[config.mk]
export PLATFORM = sky130hd
export DESIGN_NAME = i2c_display_command_sequencer
export DESIGN_NICKNAME = d
export VERILOG_FILES = /design/src/rtl/core/idcs_pkg.sv /design/src/rtl/core/idcs_queue_mem.sv /design/src/rtl/core/idcs_seq_core.sv /design/src/rtl/core/idcs_out_skid.sv /design/src/rtl/core/i2c_display_command_sequencer.sv
export SDC_FILE = /design/constraint.sdc
export NUM_CORES = 2
export LEC_CHECK = 0
export CAP_MARGIN = 15
export CORE_MARGIN = 1
export CORE_UTILIZATION = 24
export CTS_BUF_LIST = sky130_fd_sc_hd__clkbuf_8 sky130_fd_sc_hd__clkbuf_16
export DETAILED_ROUTE_END_ITERATION = 6
export DONT_BUFFER_PORTS = 1
export MAX_ROUTING_LAYER = met4
export PLACE_DENSITY = 0.38
export SYNTH_ARGS = -nofsm -noshare
export SYNTH_HDL_FRONTEND = slang
export SYNTH_SLANG_ARGS = --single-unit
[constraint.sdc]
create_clock -name aclk -period 9.05 [get_ports aclk]
set_clock_uncertainty 0.1 [all_clocks]
set_input_delay 0.905 -clock aclk [delete_from_list [all_inputs] [get_ports aclk]]
set_output_delay 0.905 -clock aclk [all_outputs]
set_load 0.05 [all_outputs]
[src/rtl/core/idcs_pkg.sv]
// idcs_pkg: shared types and constants for the display command sequencer
// depends on nothing; imported by every module under rtl/core
`timescale 1ns / 1ps

package idcs_pkg;

    localparam int QUEUE_DEPTH_DEF = 256;

    localparam int BYTE_W      = 8;
    localparam int OP_W        = 2;
    localparam int ACT_W       = 2;
    localparam int COUNT_OUT_W = 9;
    localparam int WAIT_W      = 16;
    localparam int CFG_INDEX_W = 4;

    // request opcodes
    localparam logic [OP_W-1:0] OP_PUSH = 2'd0;
    localparam logic [OP_W-1:0] OP_TICK = 2'd1;
    localparam logic [OP_W-1:0] OP_ACK  = 2'd2;

    // bus actions
    localparam logic [ACT_W-1:0] ACT_NONE  = 2'd0;
    localparam logic [ACT_W-1:0] ACT_START = 2'd1;
    localparam logic [ACT_W-1:0] ACT_SEND  = 2'd2;
    localparam logic [ACT_W-1:0] ACT_STOP  = 2'd3;

    // configuration register indexes
    localparam logic [CFG_INDEX_W-1:0] CFG_SHORT   = 4'd0;
    localparam logic [CFG_INDEX_W-1:0] CFG_MEDIUM  = 4'd1;
    localparam logic [CFG_INDEX_W-1:0] CFG_LONG    = 4'd2;
    localparam logic [CFG_INDEX_W-1:0] CFG_DEFAULT = 4'd3;

    // wait codes
    localparam logic [BYTE_W-1:0] WAIT_CODE_NONE   = 8'd0;
    localparam logic [BYTE_W-1:0] WAIT_CODE_SHORT  = 8'd1;
    localparam logic [BYTE_W-1:0] WAIT_CODE_MEDIUM = 8'd2;
    localparam logic [BYTE_W-1:0] WAIT_CODE_LONG   = 8'd3;

    localparam logic [WAIT_W-1:0] SHORT_WAIT_RST   = 16'd2;
    localparam logic [WAIT_W-1:0] MEDIUM_WAIT_RST  = 16'd25;
    localparam logic [WAIT_W-1:0] LONG_WAIT_RST    = 16'd800;
    localparam logic [WAIT_W-1:0] DEFAULT_WAIT_RST = 16'd1;

    typedef struct packed {
        logic [ACT_W-1:0]       action;
        logic [BYTE_W-1:0]      send_byte;
        logic                   push_dropped;
        logic [COUNT_OUT_W-1:0] queue_count;
    } result_t;

endpackage

[src/rtl/core/idcs_queue_mem.sv]
// idcs_queue_mem: byte queue storage, one write port and two registered read ports
// depends on idcs_pkg; a write to an address read in the same cycle is forwarded
`timescale 1ns / 1ps

module idcs_queue_mem #(
    parameter int QUEUE_DEPTH = idcs_pkg::QUEUE_DEPTH_DEF,
    parameter int AW = $clog2(QUEUE_DEPTH)
) (
    input  logic                      aclk,
    input  logic                      aresetn,
    input  logic                      we,
    input  logic [AW-1:0]             waddr,
    input  logic [idcs_pkg::BYTE_W-1:0] wdata,
    input  logic [AW-1:0]             raddr0,
    input  logic [AW-1:0]             raddr1,
    output logic [idcs_pkg::BYTE_W-1:0] rdata0,
    output logic [idcs_pkg::BYTE_W-1:0] rdata1
);
    import idcs_pkg::*;

    logic [BYTE_W-1:0] mem [QUEUE_DEPTH];
    logic [BYTE_W-1:0] rd0_reg;
    logic [BYTE_W-1:0] rd1_reg;
    logic [BYTE_W-1:0] fwd_data_reg;
    logic              fwd0_reg;
    logic              fwd1_reg;

    always_ff @(posedge aclk) begin
        if (we) begin
            mem[waddr] <= wdata;
        end
        rd0_reg      <= mem[raddr0];
        rd1_reg      <= mem[raddr1];
        fwd_data_reg <= wdata;
    end

    always_ff @(posedge aclk) begin
        if (!aresetn) begin
            fwd0_reg <= 1'b0;
            fwd1_reg <= 1'b0;
        end else begin
            fwd0_reg <= we && (waddr == raddr0);
            fwd1_reg <= we && (waddr == raddr1);
        end
    end

    // read-during-write returns the old entry, so take the new byte instead
    assign rdata0 = fwd0_reg ? fwd_data_reg : rd0_reg;
    assign rdata1 = fwd1_reg ? fwd_data_reg : rd1_reg;

endmodule

[src/rtl/core/idcs_seq_core.sv]
// idcs_seq_core: queue pointers, phase machine, wait counter and config registers
// depends on idcs_pkg; reads head bytes prefetched by idcs_queue_mem
`timescale 1ns / 1ps

module idcs_seq_core #(
    parameter int QUEUE_DEPTH = idcs_pkg::QUEUE_DEPTH_DEF,
    parameter int AW = $clog2(QUEUE_DEPTH)
) (
    input  logic                            aclk,
    input  logic                            aresetn,
    input  logic                            cfg_we,
    input  logic [idcs_pkg::CFG_INDEX_W-1:0] cfg_index,
    input  logic [idcs_pkg::WAIT_W-1:0]     cfg_wdata,
    input  logic                            item_valid,
    input  logic [idcs_pkg::OP_W-1:0]       op,
    input  logic [idcs_pkg::BYTE_W-1:0]     push_byte,
    input  logic                            bus_busy,
    input  logic [idcs_pkg::BYTE_W-1:0]     head0,
    input  logic [idcs_pkg::BYTE_W-1:0]     head1,
    output logic                            mem_we,
    output logic [AW-1:0]                   mem_waddr,
    output logic [idcs_pkg::BYTE_W-1:0]     mem_wdata,
    output logic [AW-1:0]                   mem_raddr0,
    output logic [AW-1:0]                   mem_raddr1,
    output idcs_pkg::result_t               result
);
    import idcs_pkg::*;

    localparam int CW = $clog2(QUEUE_DEPTH + 1);

    typedef enum logic [2:0] {
        PH_IDLE  = 3'd0,
        PH_START = 3'd1,
        PH_SEND  = 3'd2,
        PH_STOP  = 3'd3,
        PH_WAIT  = 3'd4
    } phase_t;

    function automatic logic [AW-1:0] wrap_inc(input logic [AW-1:0] p);
        return (p == AW'(QUEUE_DEPTH - 1)) ? '0 : p + 1'b1;
    endfunction

    phase_t            phase_reg, phase_next;
    logic [AW-1:0]     rp_reg, rp_next;
    logic [AW-1:0]     wp_reg, wp_next;
    logic [CW-1:0]     count_reg, count_next;
    logic [WAIT_W-1:0] wait_reg, wait_next;
    logic              sent_ready_reg, sent_ready_next;
    logic [WAIT_W-1:0] short_reg, medium_reg, long_reg, default_reg;

    logic [AW-1:0]     rp_inc1, rp_inc2;
    logic              has1, has2, full;
    logic [BYTE_W-1:0] pop_byte, wait_code;
    logic [WAIT_W-1:0] wait_ticks;

    assign rp_inc1   = wrap_inc(rp_reg);
    assign rp_inc2   = wrap_inc(rp_inc1);
    assign has1      = (count_reg != '0);
    assign has2      = (count_reg >= CW'(2));
    assign full      = (count_reg >= CW'(QUEUE_DEPTH));
    assign pop_byte  = has1 ? head0 : '0;
    assign wait_code = has2 ? head1 : '0;

    always_comb begin
        unique case (wait_code)
            WAIT_CODE_NONE:   wait_ticks = '0;
            WAIT_CODE_SHORT:  wait_ticks = short_reg;
            WAIT_CODE_MEDIUM: wait_ticks = medium_reg;
            WAIT_CODE_LONG:   wait_ticks = long_reg;
            default:          wait_ticks = default_reg;
        endcase
    end

    always_comb begin
        phase_next          = phase_reg;
        rp_next             = rp_reg;
        wp_next             = wp_reg;
        count_next          = count_reg;
        wait_next           = wait_reg;
        sent_ready_next     = sent_ready_reg;
        mem_we              = 1'b0;
        result.action       = ACT_NONE;
        result.send_byte    = '0;
        result.push_dropped = 1'b0;
        if (item_valid) begin
            unique case (op)
                OP_PUSH: begin
                    if (full) begin
                        result.push_dropped = 1'b1;
                    end else begin
                        mem_we     = 1'b1;
                        wp_next    = wrap_inc(wp_reg);
                        count_next = count_reg + 1'b1;
                    end
                end
                OP_TICK: begin
                    if (!bus_busy) begin
                        unique case (phase_reg)
                            PH_IDLE: begin
                                if (has1) begin
                                    phase_next = PH_START;
                                end
                            end
                            PH_START: begin
                                sent_ready_next = 1'b1;
                                result.action   = ACT_START;
                                phase_next      = PH_SEND;
                            end
                            PH_SEND: begin
                                if (sent_ready_reg) begin
                                    if (pop_byte != '0) begin
                                        rp_next          = rp_inc1;
                                        count_next       = count_reg - 1'b1;
                                        sent_ready_next  = 1'b0;
                                        result.action    = ACT_SEND;
                                        result.send_byte = pop_byte;
                                    end else begin
                                        // marker then wait code, each popped only if held
                                        if (has2) begin
                                            rp_next    = rp_inc2;
                                            count_next = count_reg - CW'(2);
                                        end else if (has1) begin
                                            rp_next    = rp_inc1;
                                            count_next = count_reg - 1'b1;
                                        end
                                        wait_next  = wait_ticks;
                                        phase_next = PH_STOP;
                                    end
                                end
                            end
                            PH_STOP: begin
                                result.action = ACT_STOP;
                                phase_next    = PH_WAIT;
                            end
                            PH_WAIT: begin
                                if (wait_reg == '0) begin
                                    phase_next = PH_IDLE;
                                end else begin
                                    wait_next = wait_reg - 1'b1;
                                end
                            end
                            default: phase_next = PH_IDLE;
                        endcase
                    end
                end
                OP_ACK: sent_ready_next = 1'b1;
                default: ;
            endcase
        end
        result.queue_count = COUNT_OUT_W'(count_next);
    end

    // prefetch the two head entries for the next item
    assign mem_waddr  = wp_reg;
    assign mem_wdata  = push_byte;
    assign mem_raddr0 = aresetn ? rp_next : '0;
    assign mem_raddr1 = wrap_inc(mem_raddr0);

    always_ff @(posedge aclk) begin
        if (!aresetn) begin
            phase_reg      <= PH_IDLE;
            rp_reg         <= '0;
            wp_reg         <= '0;
            count_reg      <= '0;
            wait_reg       <= '0;
            sent_ready_reg <= 1'b0;
            short_reg      <= SHORT_WAIT_RST;
            medium_reg     <= MEDIUM_WAIT_RST;
            long_reg       <= LONG_WAIT_RST;
            default_reg    <= DEFAULT_WAIT_RST;
        end else begin
            phase_reg      <= phase_next;
            rp_reg         <= rp_next;
            wp_reg         <= wp_next;
            count_reg      <= count_next;
            wait_reg       <= wait_next;
            sent_ready_reg <= sent_ready_next;
            if (cfg_we) begin
                unique case (cfg_index)
                    CFG_SHORT:   short_reg   <= cfg_wdata;
                    CFG_MEDIUM:  medium_reg  <= cfg_wdata;
                    CFG_LONG:    long_reg    <= cfg_wdata;
                    CFG_DEFAULT: default_reg <= cfg_wdata;
                    default: ;
                endcase
            end
        end
    end

endmodule

[src/rtl/core/idcs_out_skid.sv]
// idcs_out_skid: two-entry result buffer between the sequencer and the result channel
// depends on idcs_pkg for result_t
`timescale 1ns / 1ps

module idcs_out_skid (
    input  logic              aclk,
    input  logic              aresetn,
    input  logic              in_valid,
    input  idcs_pkg::result_t in_data,
    output logic              in_ready,
    output logic              out_valid,
    output idcs_pkg::result_t out_data,
    input  logic              out_ready
);
    import idcs_pkg::*;

    logic    main_valid_reg;
    logic    skid_valid_reg;
    result_t main_reg;
    result_t skid_reg;
    logic    take;

    assign take      = main_valid_reg && out_ready;
    assign in_ready  = !skid_valid_reg;
    assign out_valid = main_valid_reg;
    assign out_data  = main_reg;

    always_ff @(posedge aclk) begin
        if (!aresetn) begin
            main_valid_reg <= 1'b0;
            skid_valid_reg <= 1'b0;
        end else begin
            priority if (skid_valid_reg) begin
                if (take) begin
                    main_reg       <= skid_reg;
                    skid_valid_reg <= 1'b0;
                end
            end else if (in_valid) begin
                if (!main_valid_reg || take) begin
                    main_reg       <= in_data;
                    main_valid_reg <= 1'b1;
                end else begin
                    // stalled result stays, new one parks in the skid slot
                    skid_reg       <= in_data;
                    skid_valid_reg <= 1'b1;
                end
            end else if (take) begin
                main_valid_reg <= 1'b0;
            end
        end
    end

endmodule

[src/rtl/core/i2c_display_command_sequencer.sv]
// channel   | direction | ports                                         | handshake
// request   | in        | s_op, s_push_byte, s_bus_busy                 | s_valid / s_ready
// result    | out       | m_action, m_send_byte, m_push_dropped, m_queue_count | m_valid / m_ready
// config    | in        | cfg_index, cfg_wdata                          | cfg_we, no wait
//
// one request accepted every cycle while s_ready is high; its result is registered
// the queue memory prefetches the two head bytes each cycle through its two read ports,
// with write forwarding, so a pop never waits on the registered read
// the queue store is not cleared on reset
// a two-entry result buffer keeps s_ready high through a single stalled result
//
// top level of the display command sequencer; depends on idcs_pkg, idcs_queue_mem,
// idcs_seq_core and idcs_out_skid
`timescale 1ns / 1ps

module i2c_display_command_sequencer #(
    parameter int QUEUE_DEPTH = idcs_pkg::QUEUE_DEPTH_DEF
) (
    input  logic                              aclk,
    input  logic                              aresetn,
    input  logic                              cfg_we,
    input  logic [idcs_pkg::CFG_INDEX_W-1:0]  cfg_index,
    input  logic [idcs_pkg::WAIT_W-1:0]       cfg_wdata,
    input  logic                              s_valid,
    output logic                              s_ready,
    input  logic [idcs_pkg::OP_W-1:0]         s_op,
    input  logic [idcs_pkg::BYTE_W-1:0]       s_push_byte,
    input  logic                              s_bus_busy,
    output logic                              m_valid,
    input  logic                              m_ready,
    output logic [idcs_pkg::ACT_W-1:0]        m_action,
    output logic [idcs_pkg::BYTE_W-1:0]       m_send_byte,
    output logic                              m_push_dropped,
    output logic [idcs_pkg::COUNT_OUT_W-1:0]  m_queue_count
);
    import idcs_pkg::*;

    localparam int AW = $clog2(QUEUE_DEPTH);

    logic              accept;
    logic              mem_we;
    logic [AW-1:0]     mem_waddr, mem_raddr0, mem_raddr1;
    logic [BYTE_W-1:0] mem_wdata, head0, head1;
    result_t           core_result;
    result_t           out_result;

    assign accept = s_valid && s_ready;

    idcs_queue_mem #(
        .QUEUE_DEPTH(QUEUE_DEPTH),
        .AW         (AW)
    ) u_mem (
        .aclk   (aclk),
        .aresetn(aresetn),
        .we     (mem_we),
        .waddr  (mem_waddr),
        .wdata  (mem_wdata),
        .raddr0 (mem_raddr0),
        .raddr1 (mem_raddr1),
        .rdata0 (head0),
        .rdata1 (head1)
    );

    idcs_seq_core #(
        .QUEUE_DEPTH(QUEUE_DEPTH),
        .AW         (AW)
    ) u_core (
        .aclk      (aclk),
        .aresetn   (aresetn),
        .cfg_we    (cfg_we),
        .cfg_index (cfg_index),
        .cfg_wdata (cfg_wdata),
        .item_valid(accept),
        .op        (s_op),
        .push_byte (s_push_byte),
        .bus_busy  (s_bus_busy),
        .head0     (head0),
        .head1     (head1),
        .mem_we    (mem_we),
        .mem_waddr (mem_waddr),
        .mem_wdata (mem_wdata),
        .mem_raddr0(mem_raddr0),
        .mem_raddr1(mem_raddr1),
        .result    (core_result)
    );

    idcs_out_skid u_skid (
        .aclk     (aclk),
        .aresetn  (aresetn),
        .in_valid (accept),
        .in_data  (core_result),
        .in_ready (s_ready),
        .out_valid(m_valid),
        .out_data (out_result),
        .out_ready(m_ready)
    );

    assign m_action       = out_result.action;
    assign m_send_byte    = out_result.send_byte;
    assign m_push_dropped = out_result.push_dropped;
    assign m_queue_count  = out_result.queue_count;

`ifndef SYNTH
    // a sent byte is never the zero marker, and other actions carry no byte
    assert property (@(posedge aclk) disable iff (!aresetn)
        m_valid |-> ((m_action == ACT_SEND) == (m_send_byte != '0)))
        else $error("send byte does not match action");

    // a dropped request only happens with the queue full
    assert property (@(posedge aclk) disable iff (!aresetn)
        (m_valid && m_push_dropped) |->
            (m_queue_count == COUNT_OUT_W'(QUEUE_DEPTH) && m_action == ACT_NONE))
        else $error("push dropped with room in the queue");

    // the request side only stalls when a result is held
    assert property (@(posedge aclk) disable iff (!aresetn)
        !s_ready |-> m_valid)
        else $error("request side stalled with no result pending");

    // a request taken behind a stalled result fills the skid slot
    assert property (@(posedge aclk) disable iff (!aresetn)
        (accept && m_valid && !m_ready) |=> !s_ready)
        else $error("skid slot not filled behind stalled result");
`endif

endmodule
==> results.toml <==
[grt]
grt_usage_pct = 21.10
grt_use_met1_pct = 27.61
top_usage_layer = "met2"
grt_max_degree = 258
grt_pass1_vias = 78690
grt_pass1_wl_um = 666200
grtUsageMet2_pct = 32.19
gr-total-overflow = 0
use_met3_pct = 4.143
antenna_found_initial = 24

[cts]
clock_path_buffers = 4
htreeDepth = 5
holdBufCountCts = 21
clock_sinks = 2225
cts_root_buffer = "clkbuf_16"
cts_tree = "built"
clkSlewWorstSetupHoldPaths_ns = 0.06
postCtsSetupRepairBufs = 0
clk_latency_ns = 0.93
ctsResizeCount = 0
numCtsBuffers = 278

[synth]
syn_avg_cell_area_um2 = 11.44
synth_seq_cells = 2225
synth_edf_count = 2088
ys.flop_type = "edfxtp_1"
ys_seq_area_share_pct = 59.99
yosysWarnings = 0
netlist-cell-type-count = 111
synth_nets = 9590
synth_area_um2 = 109100
synth_cells = 9539
async_flop_share_pct = 0

[power]
ir_drop_mv = 0.1353
cellPowerDensity_nw_per_um2 = 191.0
leakage_nw = 40.77
finalPower_mw = 23.89

[drt]
dr.pass1.iters = 6
drtIter0Drc = 10190
antenna_left = 0
drc = 0
routedWlPerCell_um = 31.25
vias = 82640
routed_wl_um = 488100
via_per_inst = 5.292

[status]
outcome = "complete, no violations"

[setup_path]
crit_start = "u_core.rp_reg[0]$_DFF_P_"
cp.required_ns = 9.78
cp-start-kind = "register"
worstPathArrival_ns = 8.66
critPathCaptureType = "register"
timing.rr.end = "u_mem.rd0_reg[7]$_DFF_P_"
endpoint = "u_mem.rd0_reg[7]$_DFF_P_"
reg2reg_depth = 17
rr_startpoint = "u_core.rp_reg[0]$_DFF_P_"
regToRegSetupSlack_ns = 1.12
crit_path_max_fanout = 80
crit_type = "reg2reg"

[sta]
hold_viol_final = 0
finalSetupViolCount = 0
finalSetupTns_ns = 0
rsz0062_at_grt = "false"
final_max_slew_viol_count = 0
timing.hold.ws_ns = 0.07811
min_period_ns = 7.926
setup_ws_ns = 1.124
slew_headroom_pct = 10.77
period_share_pct = 87.58
fmax_ghz = 0.1262
tightestPinTransition_ns = 1.329

[place]
place_ws_ns = 1.493
dp_cells = 15080
port_buffers = 0
place_area_um2 = 115900
place_hpwl_um = 310800
gp_congestion = 0.9137

[finish]
fillers = 46520
final_cell_mix = "nand2_1, edfxtp_1, nand3_1"
largest_reg_flops = 2048
syn_to_final_growth_pct = 14.61
finalNonFillerCells = 15620
final_common_cell = "nand2_1"
fin_area_um2 = 125000
final_util_pct = 27.64
layout.nets = 9462
drive_above_1_share_pct = 12.87

[die]
die_area_um2 = 457300
dieHeight_um = 676.2
dieWidth_um = 676.2
initial_core_util_pct = 24.11
io_pins = 58
core-area_um2 = 452400
rows = 247

[hold_path]
hold_class = "in2reg"
min_from = "s_push_byte[2]"

[flow_run]
cap_violations = 0
## routing by layer
layer / vias up / share of wire (%)
met4: 0 / 4.4
li1: 35090 / -
met1: 42740 / 42
met5: - / 0
met2: 4061 / 45
met3: 748 / 8.0
## cells in the mapped netlist, drive strengths merged, types with 7 or more instances
master      n  area share [%]
nand3     760             3.5
nand2    2803             9.6
mux2i     163             1.5
a31oi      75            0.43
xnor2      25            0.20
nand4      38            0.22
o21ai     191            0.88
inv        29            0.10
a311oi     73            0.59
mux2       12            0.13
and2       19            0.11
o32ai       7           0.056
buf       409             2.3
o31ai      21            0.15
a22oi      66            0.45
nor2b      13           0.075
xor2       11           0.088
a221oi     20            0.17
nor4       26            0.17
o221ai     30            0.26
edfxtp   2088              57
o211ai     16            0.11
nand2b     12           0.069
and3      115            0.67
mux4      439             9.1
a21boi     50            0.34
clkbuf    321             1.1
ha         15            0.17
a32oi      18            0.14
nor3      251             1.2
or3        15           0.091
a211oi     26            0.18
a211o       8           0.064
dfxtp     137             2.5
nor2      379             1.3
o22ai      44            0.25
a21oi     681             3.1
a2111oi    17            0.16
or2        12           0.069
## area by class of cell
type                    count  area [µm²]  share of cell area (%)
diodes                     17       42.54                 0.03402
clock buffers             292        7228                   5.781
clock inverters           201        1534                   1.227
inverters                  30       151.4                  0.1211
multi-input cells        6554       40130                   32.10
flip-flops and latches   2225       65440                   52.34
well taps                5976        7477                   5.980
repair buffers            322        3029                   2.423
## power by group
| group | total [mW] | leakage, nW | switching, mW | internal [mW] |
|---|---|---|---|---|
| sequential | 11.3 | 19.9 | 0.0571 | 11.3 |
| combinational | 1.59 | 16.4 | 1.18 | 0.412 |
| clock | 11.0 | 4.47 | 4.74 | 6.23 |
## worst min path at each step
stage	to	cells past startpoint
2_1_floorplan	u_core.default_reg[10]$_SDFFE_PN0P_	2
3_3_place_gp	u_core.default_reg[14]$_SDFFE_PN0P_	2
3_5_place_dp	u_core.default_reg[11]$_SDFFE_PN0P_	2
4_1_cts	u_mem.mem[99][5]$_DFFE_PP_	0
5_1_grt	u_mem.mem[97][5]$_DFFE_PP_	0
6_report	u_mem.mem[55][2]$_DFFE_PP_	0
## worst max-delay path, cell delays in order (launching register included)
cell,delay (ns)
dfxtp_1,0.66
ha_1,0.67
nand3_1,0.29
xor2_1,0.26
or4b_4,0.62
o311a_1,0.35
o311ai_4,0.36
buf_4,0.60
buf_12,0.40
buf_4,0.66
nand3_1,0.14
nand2_1,0.22
a22oi_1,0.12
and3_1,0.19
a311oi_1,1.04
nor4_1,0.20
buf_2,0.26
and3_1,0.19
## logic make-up (layout without fill, tap and decap cells)
logic type	count (synthesis)	in the layout	synth area share, %
AOI/OAI and AO/OA	1418	1418	8.029
and+or+nand+nor	4471	4471	17.34
muxes	614	614	10.69
adders and majority gates	15	15	0.1720
buffers and inverters	760	845	3.495
DFF	2225	2225	59.99
xor gates and xnor gates	36	36	0.2890
other	0	17	0
Note: power is estimated with default switching activity, not from simulation.
